## src/epx_pkg.sv

```systemverilog
// Shared types and constants for the encoder position extender.
// No dependencies.
package epx_pkg;

    localparam int COUNT_BITS_DEF = 16;
    localparam int POS_BITS = 32;
    localparam int ERR_BITS = 16;
    localparam int DEB_BITS = 8;
    localparam int CFG_IDX_BITS = 3;

    localparam logic [31:0] MAX_COUNT_RESET = 32'd65535;
    localparam logic [DEB_BITS-1:0] DEBOUNCE_RESET = 8'd100;
    localparam logic [DEB_BITS-1:0] DEBOUNCE_MAX = 8'hFF;

    localparam logic [CFG_IDX_BITS-1:0] CFG_MAX_COUNT = 3'd0;
    localparam logic [CFG_IDX_BITS-1:0] CFG_USE_INDEX = 3'd1;
    localparam logic [CFG_IDX_BITS-1:0] CFG_HOMING_MODE = 3'd2;
    localparam logic [CFG_IDX_BITS-1:0] CFG_ZERO_PIN_EN = 3'd3;
    localparam logic [CFG_IDX_BITS-1:0] CFG_DEBOUNCE_LEN = 3'd4;

    localparam logic [1:0] HOME_NONE = 2'd0;
    localparam logic [1:0] HOME_LIMIT = 2'd1;
    localparam logic [1:0] HOME_MANUAL = 2'd2;

    localparam logic CMD_STEP = 1'b0;
    localparam logic CMD_ROLL = 1'b1;

    typedef struct packed {
        logic                use_index;
        logic [1:0]          homing_mode;
        logic                zero_pin_enable;
        logic [DEB_BITS-1:0] debounce_length;
    } cfg_t;

    typedef struct packed {
        logic cmd;
        logic count_up;
        logic index_seen;
        logic count_error;
        logic limit_switch;
        logic calib_flag;
        logic zero_pin;
    } flags_t;

    typedef struct packed {
        logic signed [POS_BITS-1:0] position;
        logic [ERR_BITS-1:0]        error_count;
        logic                       is_calibrated;
        logic                       clear_hw_counter;
    } result_t;

endpackage

```

## src/encoder_position_extender_with_homing.sv

```systemverilog
// Top level of the encoder position extender: input register, core, result register.
// Depends on epx_pkg, epx_cfg and epx_core.
//
// The block turns a wrapping hardware quadrature count into a signed 32-bit position
// and homes it by limit switch, manual flag or debounced zero pin. Every input beat
// produces exactly one result beat. A beat is captured in an input register, the core
// computes the result combinationally and registers its updated state, and the result
// sits in an output register, so a new beat is taken every cycle while not stalled. The
// block only stalls input when the result register is full and the consumer holds
// out_ready low. Configuration writes take effect at the next clock edge.
module encoder_position_extender_with_homing #(
    parameter int COUNT_BITS = epx_pkg::COUNT_BITS_DEF
) (
    input  logic                             clk,
    input  logic                             rst_n,
    input  logic                             cfg_we,
    input  logic [epx_pkg::CFG_IDX_BITS-1:0] cfg_index,
    input  logic [COUNT_BITS-1:0]            cfg_data,
    input  logic                             in_valid,
    output logic                             in_ready,
    input  logic                             cmd,
    input  logic [COUNT_BITS-1:0]            hw_count,
    input  logic                             count_up,
    input  logic                             index_seen,
    input  logic                             count_error,
    input  logic                             limit_switch,
    input  logic                             calib_flag,
    input  logic                             zero_pin,
    output logic                             out_valid,
    input  logic                             out_ready,
    output logic signed [epx_pkg::POS_BITS-1:0] position,
    output logic [epx_pkg::ERR_BITS-1:0]     error_count,
    output logic                             is_calibrated,
    output logic                             clear_hw_counter
);

    logic                  in_valid_reg;
    epx_pkg::flags_t       flags_reg;
    logic [COUNT_BITS-1:0] hw_count_reg;
    logic                  out_valid_reg;
    epx_pkg::result_t      result_reg;
    epx_pkg::result_t      result_next;
    epx_pkg::cfg_t         cfg;
    logic [COUNT_BITS-1:0] max_count;
    logic                  advance;

    assign advance  = in_valid_reg && (!out_valid_reg || out_ready);
    assign in_ready = !in_valid_reg || advance;

    epx_cfg #(
        .COUNT_BITS(COUNT_BITS)
    ) u_cfg (
        .clk       (clk),
        .rst_n     (rst_n),
        .cfg_we    (cfg_we),
        .cfg_index (cfg_index),
        .cfg_data  (cfg_data),
        .max_count (max_count),
        .cfg       (cfg)
    );

    epx_core #(
        .COUNT_BITS(COUNT_BITS)
    ) u_core (
        .clk       (clk),
        .rst_n     (rst_n),
        .advance   (advance),
        .max_count (max_count),
        .cfg       (cfg),
        .flags     (flags_reg),
        .hw_count  (hw_count_reg),
        .result    (result_next)
    );

    always_ff @(posedge clk or negedge rst_n)
    begin
        if (!rst_n)
        begin
            in_valid_reg  <= 1'b0;
            out_valid_reg <= 1'b0;
        end
        else
        begin
            if (in_ready)
            begin
                in_valid_reg <= in_valid;
            end
            if (advance)
            begin
                out_valid_reg <= 1'b1;
            end
            else if (out_ready)
            begin
                out_valid_reg <= 1'b0;
            end
        end
    end

    always_ff @(posedge clk)
    begin
        if (in_valid && in_ready)
        begin
            flags_reg.cmd          <= cmd;
            flags_reg.count_up     <= count_up;
            flags_reg.index_seen   <= index_seen;
            flags_reg.count_error  <= count_error;
            flags_reg.limit_switch <= limit_switch;
            flags_reg.calib_flag   <= calib_flag;
            flags_reg.zero_pin     <= zero_pin;
            hw_count_reg           <= hw_count;
        end
        if (advance)
        begin
            result_reg <= result_next;
        end
    end

    assign out_valid        = out_valid_reg;
    assign position         = result_reg.position;
    assign error_count      = result_reg.error_count;
    assign is_calibrated    = result_reg.is_calibrated;
    assign clear_hw_counter = result_reg.clear_hw_counter;

endmodule

```

## src/epx_cfg.sv

```systemverilog
// Configuration register file of the encoder position extender.
// Depends on epx_pkg.
module epx_cfg #(
    parameter int COUNT_BITS = epx_pkg::COUNT_BITS_DEF
) (
    input  logic                            clk,
    input  logic                            rst_n,
    input  logic                            cfg_we,
    input  logic [epx_pkg::CFG_IDX_BITS-1:0] cfg_index,
    input  logic [COUNT_BITS-1:0]           cfg_data,
    output logic [COUNT_BITS-1:0]           max_count,
    output epx_pkg::cfg_t                   cfg
);

    logic [COUNT_BITS-1:0] max_count_reg;
    epx_pkg::cfg_t         cfg_reg;

    always_ff @(posedge clk or negedge rst_n)
    begin
        if (!rst_n)
        begin
            max_count_reg           <= epx_pkg::MAX_COUNT_RESET[COUNT_BITS-1:0];
            cfg_reg.use_index       <= 1'b0;
            cfg_reg.homing_mode     <= epx_pkg::HOME_NONE;
            cfg_reg.zero_pin_enable <= 1'b0;
            cfg_reg.debounce_length <= epx_pkg::DEBOUNCE_RESET;
        end
        else if (cfg_we)
        begin
            case (cfg_index)
                epx_pkg::CFG_MAX_COUNT:    max_count_reg <= cfg_data;
                epx_pkg::CFG_USE_INDEX:    cfg_reg.use_index <= cfg_data[0];
                epx_pkg::CFG_HOMING_MODE:  cfg_reg.homing_mode <= cfg_data[1:0];
                epx_pkg::CFG_ZERO_PIN_EN:  cfg_reg.zero_pin_enable <= cfg_data[0];
                epx_pkg::CFG_DEBOUNCE_LEN:
                    cfg_reg.debounce_length <= cfg_data[epx_pkg::DEB_BITS-1:0];
                default: ;
            endcase
        end
    end

    assign max_count = max_count_reg;
    assign cfg       = cfg_reg;

endmodule

```

## src/epx_core.sv

```systemverilog
// Position, roll, error, homing and debounce state with its update logic.
// Depends on epx_pkg.
module epx_core #(
    parameter int COUNT_BITS = epx_pkg::COUNT_BITS_DEF
) (
    input  logic                  clk,
    input  logic                  rst_n,
    input  logic                  advance,
    input  logic [COUNT_BITS-1:0] max_count,
    input  epx_pkg::cfg_t         cfg,
    input  epx_pkg::flags_t       flags,
    input  logic [COUNT_BITS-1:0] hw_count,
    output epx_pkg::result_t      result
);

    localparam int PB = epx_pkg::POS_BITS;
    localparam int DB = epx_pkg::DEB_BITS;

    logic [PB-1:0]                 roll_reg, roll_next;
    logic [PB-1:0]                 pos_reg, pos_next;
    logic [epx_pkg::ERR_BITS-1:0]  err_reg, err_next;
    logic                          armed_reg, armed_next;
    logic                          prev_calib_reg, prev_calib_next;
    logic                          prev_lim_reg, prev_lim_next;
    logic                          prev_man_reg, prev_man_next;
    logic                          cal_reg, cal_next;
    logic [DB-1:0]                 deb_reg, deb_next;

    logic [PB-1:0] span;
    logic [PB-1:0] count32;
    logic [PB-1:0] roll_step;
    logic [PB-1:0] roll_home;
    logic          armed_mid;
    logic          home_fire;
    logic          zero_fire;

    assign span      = PB'(max_count) + PB'(1);
    assign count32   = PB'(hw_count);
    assign roll_step = flags.count_up ? (roll_reg + span) : (roll_reg - span);

    always_comb
    begin
        roll_next       = roll_reg;
        pos_next        = pos_reg;
        err_next        = err_reg;
        armed_next      = armed_reg;
        prev_calib_next = prev_calib_reg;
        prev_lim_next   = prev_lim_reg;
        prev_man_next   = prev_man_reg;
        cal_next        = cal_reg;
        deb_next        = deb_reg;
        armed_mid       = armed_reg;
        home_fire       = 1'b0;
        zero_fire       = 1'b0;
        roll_home       = roll_reg;

        if (flags.cmd == epx_pkg::CMD_ROLL)
        begin
            if (!cfg.use_index || flags.index_seen)
            begin
                roll_next = roll_step;
                pos_next  = roll_step + count32;
            end
            if (flags.count_error)
            begin
                err_next = err_reg + 1'b1;
            end
        end
        else
        begin
            case (cfg.homing_mode)
                epx_pkg::HOME_LIMIT:
                begin
                    if (!armed_reg)
                    begin
                        armed_mid = flags.calib_flag && !prev_calib_reg;
                    end
                    home_fire  = armed_mid && flags.limit_switch && !prev_lim_reg;
                    armed_next = armed_mid && !home_fire;
                end
                epx_pkg::HOME_MANUAL:
                    home_fire = flags.calib_flag && !prev_man_reg;
                default: ;
            endcase
            if (home_fire)
            begin
                cal_next = 1'b1;
            end
            prev_lim_next   = flags.limit_switch;
            prev_calib_next = flags.calib_flag;
            prev_man_next   = flags.calib_flag;

            roll_home = home_fire ? '0 : roll_reg;
            roll_next = roll_home;
            pos_next  = home_fire ? '0 : (roll_reg + count32);

            if (cfg.zero_pin_enable)
            begin
                if (!flags.zero_pin)
                begin
                    deb_next = '0;
                end
                else if (deb_reg != epx_pkg::DEBOUNCE_MAX)
                begin
                    deb_next = deb_reg + 1'b1;
                end
                zero_fire = (deb_next >= cfg.debounce_length);
                if (zero_fire)
                begin
                    roll_next = '0;
                    pos_next  = '0;
                end
            end
            else
            begin
                deb_next = '0;
            end
        end
    end

    always_ff @(posedge clk or negedge rst_n)
    begin
        if (!rst_n)
        begin
            roll_reg       <= '0;
            pos_reg        <= '0;
            err_reg        <= '0;
            armed_reg      <= 1'b0;
            prev_calib_reg <= 1'b0;
            prev_lim_reg   <= 1'b1;
            prev_man_reg   <= 1'b0;
            cal_reg        <= 1'b0;
            deb_reg        <= '0;
        end
        else if (advance)
        begin
            roll_reg       <= roll_next;
            pos_reg        <= pos_next;
            err_reg        <= err_next;
            armed_reg      <= armed_next;
            prev_calib_reg <= prev_calib_next;
            prev_lim_reg   <= prev_lim_next;
            prev_man_reg   <= prev_man_next;
            cal_reg        <= cal_next;
            deb_reg        <= deb_next;
        end
    end

    assign result.position         = pos_next;
    assign result.error_count      = err_next;
    assign result.is_calibrated    = cal_next;
    assign result.clear_hw_counter = (flags.cmd == epx_pkg::CMD_STEP)
                                     && (home_fire || zero_fire);

endmodule

```

## config.mk

```make
export PLATFORM = sky130hd
export DESIGN_NAME = encoder_position_extender_with_homing
export DESIGN_NICKNAME = d
export VERILOG_FILES = /design/src/epx_pkg.sv /design/src/encoder_position_extender_with_homing.sv /design/src/epx_cfg.sv /design/src/epx_core.sv
export SDC_FILE = /design/constraint.sdc
export NUM_CORES = 1
export LEC_CHECK = 0
export BUFFER_PORTS_ARGS = -buffer_cell sky130_fd_sc_hd__clkbuf_2
export CAP_MARGIN = 25
export CORE_MARGIN = 2
export CORE_UTILIZATION = 60
export DETAILED_ROUTE_END_ITERATION = 6
export PLACE_DENSITY = 0.84
export SYNTH_ARGS = -nofsm -noshare
export SYNTH_HDL_FRONTEND = slang
export SYNTH_HIERARCHICAL = 1
export SYNTH_SLANG_ARGS = --single-unit
```

## constraint.sdc

```tcl
create_clock -name clk -period 17.66 [get_ports clk]
set_clock_uncertainty 0.05 [all_clocks]
set_input_delay 0.883 -clock clk [delete_from_list [all_inputs] [get_ports clk]]
set_output_delay 0.883 -clock clk [all_outputs]
set_load 0.03 [all_outputs]
```

Word-level counts from Yosys, hierarchy flattened
Index checks and enable logic that the tools add are counted.
{"block": "word_totals", "wordCells": 101, "memories": 0, "romBits": 0, "ram_bits": 0, "inputBits": 47, "output_inout_bits": 52, "reg_bits": 195, "latchBits": 0}
{"block": "op_classes", "add_sub_neg": 7, "n_eq_ne": 8, "magnitude_cmp": 1, "n_div": 0, "n_mux": 30, "shifts": 0, "n_reduce_logical": 27, "bitwise_logic": 1, "multipliers": 0}
{"operator": "2-to-1 mux 32 bit", "n": 11}
{"operator": "adder 32 x 16 -> 32 bit", "n": 2}
{"operator": "2-to-1 mux 8 bit", "n": 5}
{"operator": "adder 32 bit", "n": 1}
{"operator": "2-to-1 mux 16 bit", "n": 2}
{"operator": "subtractor 32 bit", "n": 1}
{"operator": "adder 16 x 1 -> 17 bit (second input constant)", "n": 1}
{"operator": "adder 16 x 1 -> 16 bit (second input constant)", "n": 1}
{"operator": "AND reduction 2 bit", "n": 7}
{"operator": "2-to-1 mux 1 bit", "n": 11}
{"operator": "adder 8 x 1 -> 8 bit (second input constant)", "n": 1}
{"operator": "greater-or-equal comparator 8 bit", "n": 1}
{"operator": "inequality test 8 bit (second input constant)", "n": 1}
{"operator": "logical AND 1 bit", "n": 7}
{"operator": "equality test 3 x 2 -> 1 bit (second input constant)", "n": 2}
{"operator": "logical NOT 1 bit", "n": 6}
{"operator": "logical OR 1 bit", "n": 4}
{"operator": "equality test 3 x 1 -> 1 bit (second input constant)", "n": 1}
{"operator": "equality test 3 bit (second input constant)", "n": 1}
{"operator": "logical NOT 3 bit", "n": 1}
{"operator": "AND reduction 3 bit", "n": 1}
{"operator": "equality test 2 x 1 -> 1 bit (second input constant)", "n": 1}
{"operator": "equality test 2 bit (second input constant)", "n": 1}
{"operator": "inequality test 2 x 1 -> 1 bit (second input constant)", "n": 1}
{"operator": "other kinds (3)", "n": 3}

Longest topological paths before layout
Gate-level depths: netlist (run 1).
{"block": "depth", "word_depth": 13, "ltp_mapped": 26, "depth_no_buf": 26}

Modules after synthesis
The synthesis (run 1) kept the hierarchy.
{"mod": "epx_core", "cells_each": 1175, "area_each_um2": 9587.9, "instances": 1, "seq_area_each_um2": 2303.5}
{"mod": "encoder_position_extender_with_homing", "cells_each": 81, "area_each_um2": 2296.0, "instances": 1, "seq_area_each_um2": 2242.2}
{"mod": "epx_cfg", "cells_each": 63, "area_each_um2": 1123.6, "instances": 1, "seq_area_each_um2": 724.4}

Worst setup path before layout (run 1)
No wires, ideal clock.
{"block": "synth_timing", "kind": "register -> register", "startpoint": "register u_cfg.max_count_reg[1] (netlist: u_cfg/max_count[1])", "endpoint": "register u_core.pos_reg[21]", "t_arrival_ns": 5.381, "path_stages_with_launch": 25, "setup_time_ns": 0.125, "path_buffers": 2, "path_slack_ns": 12.105, "period_less_slack_ns": 5.555, "t_required_ns": 17.485, "path_cell_list": "dfstp_2 -> clkbuf_2 -> nand3_1 -> nor4_4 -> xnor2_1 -> nand3_1 -> a21oi_1 -> nor2_1 -> xnor2_1 -> ha_1 -> buf_2 -> and3_1 -> a311oi_1 -> nand2_1 -> xor2_1 -> ha_1 -> nand4_1 -> a21oi_1 -> o21ai_0 -> a21oi_2 -> nor3b_1 -> xor2_1 -> o21ai_1 -> o2bb2ai_1 -> mux2_2"}
{"item": "from (decl)", "line": "epx_cfg.sv:15", "text": "logic [COUNT_BITS-1:0] max_count_reg;"}
{"item": "from (signal assigned)", "line": "epx_cfg.sv:22", "text": "max_count_reg <= epx_pkg::MAX_COUNT_RESET[COUNT_BITS-1:0];"}
{"item": "from (signal assigned)", "line": "epx_cfg.sv:31", "text": "epx_pkg::CFG_MAX_COUNT: max_count_reg <= cfg_data;"}
{"item": "to (signal assigned)", "line": "epx_core.sv:138", "text": "pos_reg <= pos_next;"}
{"item": "to (decl)", "line": "epx_core.sv:20", "text": "logic [PB-1:0] pos_reg, pos_next;"}

==> out/qor.csv, run 1 <==
metric,value,unit
first-pass GRT wire length,50200,microns
CTS root buf,clkbuf_16,
core area,21200,sq um
Sw Ratio,0.468,
Pre-antenna DRT Iters,5,
outcome,"complete, no violations",
initial antenna violation count,0,
Slew @ Worst Pin,1.34,ns
routed vias,10700,
Hold Buf Count CTS,0,
CTS sink count,195,
"count leader, synth",nand2_1,
Yosys top cell by area,dfrtp_1,
# Max-Cap Violations,0,
CTS tree,built,
worst min path class,input pin to asynchronous set/reset pin,
1st-iter DRT viols,955,
Most used DFF post-synth,dfrtp_1,
most frequent cells after synthesis,"115 x nand2_1, 102 x dfrtp_1, 96 x a21oi_1, 91 x xnor2_1, 79 x o21ai_0",
chip height,151,microns
Layout area overhead,10.2,%
number of cells on the worst reg-to-reg path,24,
grt total ovfl,0,
postcts setup bufs,0,
drt total wl,31200,microns
placed cells,1639,
Util after Layout,0.678,
share of synthesized registers carrying an async set or reset,0.626,
switching pwr,1330,uW
register area,5270,sq um
max-slew violation count,0,
Required @ worst endpoint,17.94,ns
placer congestion estimate,0.986,
die area,22900,sq um
DP HPWL,22700,microns
chip width,151,microns
Peak supply drop,0.0900,mV
DRC,0,
CTS H-tree lvls,4,
Starting Density,0.615,
synth top area cells,"dfrtp_1 20%, edfxtp_1 17%, ha_1 7.5%, xnor2_1 6.1%, mux2_2 4.6%",
Antenna Cells,0,
Final TNS setup,0,ns
"non-filler cells, final",1673,
WP data arrival,7.14,ns
post-DR vias/cell,6.40,
CP Launch Type,register,
ANT nets after route,0,
vias in the first global route,10100,
Tmin final,6.86,ns
area of the multi-input gates,7340,sq um
GRT Resource Usage Total,0.279,
post-CTS sizing,0,
Syn Nets,1447,
Power Internal,1510,uW
I/O pins,99,
Achievable Freq,146,MHz
critical path capture point type,register,
Cells after Synth,1319,
relative max-transition margin,0.104,
number of CTS-inserted buffers,17,
number of I/O port buffers,98,
clock share of power,0.145,
Fill cells,1538,
Post-Syn Area per Cell,9.86,sq um
cell area after synthesis,13000,sq um
synthesized flop and latch total,195,
Setup-failing EPs final,0,
Cell Pwr Density,198,nW/um^2
combinational share of power,0.586,
num rows,53,
routed wire length per instance,18.7,microns
count of cell types in the netlist,84,
Reg2Reg Capture Point,u_core/pos_reg[21],
RSZ-0062 raised after global routing,no,
clock-pin slew on the worst setup and hold paths,0.08,ns
synth warn,6,
Final Hold Fails,0,
clock latency on the worst-skew pair,0.45,ns
Clock Tree Buf Depth,2,
largest net degree at the start of global routing,73,
Final Power,2830,uW
layout cells sized above 1,0.173,
Setup CP Type,register to register,
CP max FO,10,
sequential area share after synthesis,0.405,
Final period util,0.388,
layout net count,1513,
Flop pwr share,0.269,
Crit Reg-Reg Startpoint,u_cfg/max_count[0],
r2r setup slk,10.80,ns
post-synth top area share,0.196,
Pleak,0.00611,uW
Post-synth EDFFs,73,
-- worst max-delay path by stage --
stage	depth (start not counted)	end	from
floorplan	24	u_core/pos_reg[21]	u_cfg/max_count[1]
CTS	21	position[31]	u_cfg/max_count[0]
global placement	22	position[29]	u_cfg/max_count[0]
global route	24	position[27]	u_cfg/max_count[0]
detailed placement	21	position[31]	u_cfg/max_count[0]
finish	24	u_core/pos_reg[21]	u_cfg/max_count[0]
-- cell usage in the layout, fill, tap and decap left out, types with 9 or more instances in the layout --
| cell type | instances |
|---|---|
| a211oi_1 | 10 |
| a21o_1 | 33 |
| a21oi_1 | 96 |
| a22o_1 | 34 |
| a31oi_1 | 12 |
| and2_1 | 9 |
| and3_1 | 25 |
| buf_4 | 9 |
| clkbuf_16 | 18 |
| clkbuf_2 | 97 |
| dfrtp_1 | 102 |
| dfstp_2 | 20 |
| edfxtp_1 | 73 |
| ha_1 | 78 |
| inv_1 | 35 |
| mux2_2 | 53 |
| nand2_1 | 115 |
| nand2b_1 | 12 |
| nand3_1 | 36 |
| nand4_1 | 25 |
| nor2_1 | 66 |
| nor2b_1 | 17 |
| nor3_1 | 16 |
| o211ai_1 | 12 |
| o21a_1 | 10 |
| o21ai_0 | 78 |
| o21ai_1 | 11 |
| o21bai_1 | 10 |
| o22ai_1 | 11 |
| o31ai_1 | 12 |
| xnor2_1 | 91 |
| xor2_1 | 49 |
-- area by class of cell --
class / count / area share
Tap cell: 275 / 0.0240
Clock inverter: 15 / 0.0148
Clock buffer: 17 / 0.0297
Sequential cell: 195 / 0.368
Timing Repair Buffer: 108 / 0.0423
Inverter: 35 / 0.00917
Multi-Input combinational cell: 1028 / 0.512
-- cell families after synthesis --
logic type               Yosys count  synth area share
AO/OA/AOI/OAI                    388             0.197
AND/OR/NAND/NOR                  360             0.143
flip-flops                       195             0.405
XOR/XNOR                         140            0.0943
buffers and inverters             96            0.0306
adder cells (fa/ha/maj)           81            0.0796
multiplexers                      59            0.0505
-- critical path, stage by stage, from the launching register on --
cell and delay, ns:
dfstp_2 0.63, ha_1 0.30, nand2_1 0.19, nor2_1 0.39, nand3_1 0.17, nor2_1 0.20, nand3_1 0.10, a21oi_1 0.67
nor2_1 0.11, xnor2_1 0.17, ha_1 0.39, and3_1 0.24, a311oi_1 0.51, nand2_1 0.13, xor2_1 0.19, ha_1 0.41
nand4_1 0.14, a21oi_1 0.15, o21ai_0 0.19, a21oi_2 0.43, nor3b_1 0.30, xor2_1 0.18, o21ai_1 0.08, o2bb2ai_1 0.15
mux2_2 0.27
-- layer usage --
layer	global-route usage	up-vias	routed length (microns)
li1	-	5038	-
met5	0	-	0
met1	0.379	5026	13200
met2	0.437	557	14200
met3	0.0539	80	2880
met4	0.119	0	1000
-- metrics by stage --
step	cell area, sq um	hold WS (ns)	setup slack (ns)
6_report	14300	0.400	10.80
5_1_grt	14300	0.433	10.33
4_1_cts	14300	0.420	10.79
3_5_place_dp	13700	0.407	10.95
3_3_place_gp	13600	0.396	11.26
2_1_floorplan	13000	0.382	12.10
-- power groups by stage --
stage	clock (uW)	sequential [uW]	combinational (uW)
6_report	410	762	1660
5_1_grt	434	778	1820
4_1_cts	417	758	1620
3_5_place_dp	0	764	1610
3_3_place_gp	0	757	1550
2_1_floorplan	0	793	1210
No activity file was read; power rests on OpenSTA's default activity.
==> run 2: changes to the inputs <==
Clock period 17.66 ns to 7.1 ns, I/O delays scaled along.
==> out/qor.csv, run 2 (same netlist as run 1, synthesis figures left out) <==
metric,value,unit
placed cells,1642,
CTS tree,built,
clock-pin slew on the worst setup and hold paths,0.09,ns
Final Hold Fails,0,
Pleak,0.00612,uW
GRT Resource Usage Total,0.289,
first-pass GRT wire length,51700,microns
WHS,0.0127,ns
Achievable Freq,154,MHz
drt total wl,31700,microns
Final WS setup,0.591,ns
layout cells sized above 1,0.176,
Required @ worst endpoint,7.39,ns
Layout area overhead,10.3,%
Buf/Inv on CP,1,
num rows,53,
1st-iter DRT viols,927,
"commonest non-fill, non-tap cell in the layout",nand2_1,
placer congestion estimate,0.922,
"CP delay by family, top",compound AO/OA/AOI/OAI gates,
worst min path class,input pin to register,
Setup CP Type,register to register,
routed vias,10500,
routed wire length per instance,18.9,microns
outcome,"complete, no violations",
Starting Density,0.615,
CP Launch Type,register,
post-DR vias/cell,6.28,
vias in the first global route,10200,
chip width,151,microns
ANT nets after route,0,
CP max FO,10,
max-slew violation count,0,
chip height,151,microns
# Max-Cap Violations,0,
Final TNS setup,0,ns
grt total ovfl,0,
Final Instance Area,14300,sq um
CTS sink count,195,
RSZ-0062 raised after global routing,no,
layout net count,1516,
clock latency on the worst-skew pair,0.46,ns
relative max-transition margin,0.144,
Placed Area,13700,sq um
Peak supply drop,0.188,mV
Setup-failing EPs final,0,
initial antenna violation count,0,
Slew @ Worst Pin,1.28,ns
core area,21200,sq um
I/O pins,99,
"non-filler cells, final",1676,
die area,22900,sq um
Antenna Cells,0,
most frequent cells in the layout,"115 x nand2_1, 102 x dfrtp_1, 97 x clkbuf_2",
CTS root buf,clkbuf_16,
DRC,0,
Cell Pwr Density,495,nW/um^2
critical path capture point type,register,
largest net degree at the start of global routing,67,
number of CTS-inserted buffers,17,
Tmin final,6.51,ns
number of I/O port buffers,98,
DP HPWL,23500,microns
Clock Tree Buf Depth,2,
r2r setup slk,0.59,ns
Final period util,0.917,
CP max-delay cell,dfstp_2,
cell mode on critical path,a21oi_1,
Pre-antenna DRT Iters,6,
Setup WS pre-CTS,0.605,ns
CTS H-tree lvls,4,
max incr delay on CP,0.63,ns
WP data arrival,6.80,ns
[run 2: cell type report]
cell class,instances,area (sq um)
multi-input cells,1028,7360
fillers,1608,6810
flip-flops and latches,195,5270
repair buffers,111,593
clock buffers,17,425
well taps,275,344
clock inverters,15,229
inverters,35,131
[run 2: timing repair]
item,CTS,global route
resized for setup,0,2
hold buffers,1,0
setup endpoints to repair,0,1
hold endpoints to repair,21,0
buffers inserted,0,0
[run 2: worst register-to-register path, cell delays in order (launching register included)]
cell       delay (ns)
dfstp_2          0.63
ha_1             0.30
nand2_1          0.16
a21oi_1          0.19
o21ai_0          0.11
a211oi_1         0.41
nand3_1          0.26
inv_1            0.13
a21oi_1          0.08
xnor2_1          0.26
ha_1             0.33
a21oi_1          0.15
a21boi_0         0.12
a311oi_2         0.45
nand2_1          0.13
xor2_1           0.20
ha_1             0.44
nand4_1          0.15
a21oi_1          0.16
o21ai_0          0.17
a21oi_2          0.43
nor3b_1          0.30
xor2_1           0.26
o21ai_1          0.09
o2bb2ai_1        0.15
mux2_2           0.27
[run 2: metrics by stage]
stage                     power (uW)   util
after floorplan                 4980      -
after global placement          5800  0.646
after global routing            7610  0.678
after detailed placement        5930  0.646
after CTS                       7020  0.677
final                           7100  0.678
[run 2: path summary, 6_finish.rpt]
path,start,endpoint,cells past startpoint
worst max-delay path,u_cfg/max_count[0],u_core/pos_reg[21],25
worst min-delay path,hw_count[15],hw_count_reg[15],1
worst max register to register,u_cfg/max_count[0],u_core/pos_reg[21],25
worst min register to register,u_core/prev_lim_reg,u_core/prev_lim_reg,2
max in group asynchronous,rst_n,u_core/pos_reg[20],3
min in group asynchronous,rst_n,u_core/pos_reg[0],2
[run 2: routing by layer]
metal,track usage,part of all wire
met2,0.466,0.46
met3,0.0563,0.077
met1,0.394,0.44
met4,0.0953,0.022
met5,0,0
[run 2: power breakdown]
part / internal (uW) / leakage, uW / switching (uW)
registers: 1590 / 0.00220 / 313
logic: 1670 / 0.00360 / 2470
clock network: 505 / 0.000316 / 554
==> run 3: changes to the inputs <==
--- a/config.mk
+++ b/config.mk
@@ -10,5 +10,5 @@
 export CORE_MARGIN = 2
-export CORE_UTILIZATION = 60
+export CORE_UTILIZATION = 28
 export DETAILED_ROUTE_END_ITERATION = 6
-export PLACE_DENSITY = 0.84
+export PLACE_DENSITY = 0.47
 export SYNTH_ARGS = -nofsm -noshare
==> constraint.sdc (replaced) <==
create_clock -name clk -period 7.1 [get_ports clk]
set_clock_uncertainty 0.05 [all_clocks]
set_input_delay 0.71 -clock clk [delete_from_list [all_inputs] [get_ports clk]]
set_output_delay 0.71 -clock clk [all_outputs]
set_load 0.03 [all_outputs]
==> out/qor.csv, run 3 (same netlist as run 1, synthesis figures left out) <==
metric,value,unit
RSZ-0062 raised after global routing,no,
initial antenna violation count,0,
Critical Path Source,u_cfg/max_count[1],
core area,45600,sq um
Clock Tree Buf Depth,2,
most frequent cells in the layout,"115 x nand2_1, 102 x dfrtp_1, 97 x clkbuf_2",
Setup-failing EPs final,0,
Peak supply drop,0.244,mV
CP max-delay cell,dfstp_2,
CP max FO,10,
routed vias,10200,
Final WS setup,0.632,ns
number of I/O port buffers,98,
Slew @ Worst Pin,0.903,ns
crit path capture,u_core/pos_reg[21],
Final Hold Fails,0,
critical path capture point type,register,
Setup CP Type,register to register,
Final period util,0.911,
# Max-Cap Violations,0,
DRC,0,
die area,48200,sq um
Cell Pwr Density,479,nW/um^2
CP Launch Type,register,
CTS tree,built,
largest net degree at the start of global routing,73,
num rows,78,
CTS H-tree lvls,4,
CTS root buf,clkbuf_16,
Starting Density,0.285,
Required @ worst endpoint,7.45,ns
outcome,"complete, no violations",
vias in the first global route,9815,
Achievable Freq,155,MHz
1st-iter DRT viols,583,
I/O pins,99,
number of CTS-inserted buffers,17,
Fill cells,4701,
post-DR vias/cell,5.10,
placer congestion estimate,0.826,
number of cells on the worst reg-to-reg path,25,
Final Power,7070,uW
Layout area overhead,13.5,%
Reg2Reg Capture Point,u_core/pos_reg[21],
max incr delay on CP,0.63,ns
r2r setup slk,0.63,ns
max-slew violation count,0,
Final TNS setup,0,ns
Tmin final,6.47,ns
chip width,220,microns
GRT Resource Usage Total,0.152,
layout net count,1520,
Setup WS pre-CTS,0.694,ns
Pleak,0.00612,uW
"commonest non-fill, non-tap cell in the layout",nand2_1,
worst min path class,input pin to asynchronous set/reset pin,
grt total ovfl,0,
Antenna Cells,0,
CTS sink count,195,
relative max-transition margin,0.398,
Crit Reg-Reg Startpoint,u_cfg/max_count[1],
DP HPWL,26900,microns
clock latency on the worst-skew pair,0.50,ns
clock-pin slew on the worst setup and hold paths,0.09,ns
routed wire length per instance,17.6,microns
layout cells sized above 1,0.179,
WP data arrival,6.81,ns
Pre-antenna DRT Iters,5,
drt total wl,35300,microns
ANT nets after route,0,
first-pass GRT wire length,56200,microns
chip height,220,microns
[run 3: cell types whose count changed in the layout (fill, tap and decap cells not counted), sizes merged]
| cell | change |
|---|---|
| dlygate4sd3 | -1 |
| clkinv | +2 |
| inv | -3 |
| buf | +5 |
| clkinvlp | +1 |
[run 3: metal layers]
layer  share of wire  up-vias  track usage  wire, microns
met5               0        -            0              0
met4           0.022        0       0.0529            769
met3           0.048       38       0.0353           1710
met2            0.43      218        0.223          15000
met1            0.50     4922        0.217          17800
li1                -     5039            -              -
[run 3: report_power, final]
part / internal, uW / leakage, uW / switching [uW] / total [uW]
Combinational: 1690 / 0.00363 / 2480 / 4170
Clock: 478 / 0.000292 / 519 / 996
Sequential: 1590 / 0.00220 / 320 / 1910
Total: 3750 / 0.00612 / 3320 / 7070
[run 3: worst min-delay path by stage]
stage,startpoint,endpoint
final,rst_n,u_core/err_reg[13]
after global placement,u_core/prev_lim_reg,u_core/prev_lim_reg
after CTS,rst_n,u_core/pos_reg[23]
after global routing,rst_n,u_core/err_reg[13]
after floorplan,rst_n,in_valid_reg
after detailed placement,flags_reg[1],u_core/prev_man_reg
[run 3: what timing repair did]
action / CTS / global route
resized for setup: 0 / 3
buffers inserted: 0 / 0
endpoints found under the setup margin: 0 / 10
hold buffers: 0 / 0
[run 3: per-stage QoR]
step / cells / util / cell area [sq um] / hold slack, ns
detailed placement: 1972 / 0.310 / 14100 / 0.401
global placement: 1970 / 0.309 / 14100 / 0.396
global route: 2005 / 0.324 / 14800 / 0.287
finish: 2005 / 0.324 / 14800 / 0.230
CTS: 2004 / 0.323 / 14700 / 0.252
floorplan: 1319 / - / 13000 / 0.364
[run 3: area by class of cell]
class | count | area [sq um] | share of cell area
clock buffer | 17 | 425 | 0.0288
timing repair buffer | 115 | 636 | 0.0431
tap | 600 | 751 | 0.0509
clock inverter | 15 | 179 | 0.0121
sequential | 195 | 5270 | 0.357
multi-input combinational | 1028 | 7370 | 0.499
inverter | 35 | 131 | 0.00890
[run 3: worst max-delay path, delay by kind of cell, from the launching register on]
family / cells / cell delay, ns
and+or+nand+nor: 10 / 1.84
AOI/OAI and AO/OA: 7 / 1.72
adders and majority gates: 3 / 1.12
DFF: 1 / 0.63
xor gates and xnor gates: 3 / 0.55
muxes: 1 / 0.27
buffers and inverters: 1 / 0.19
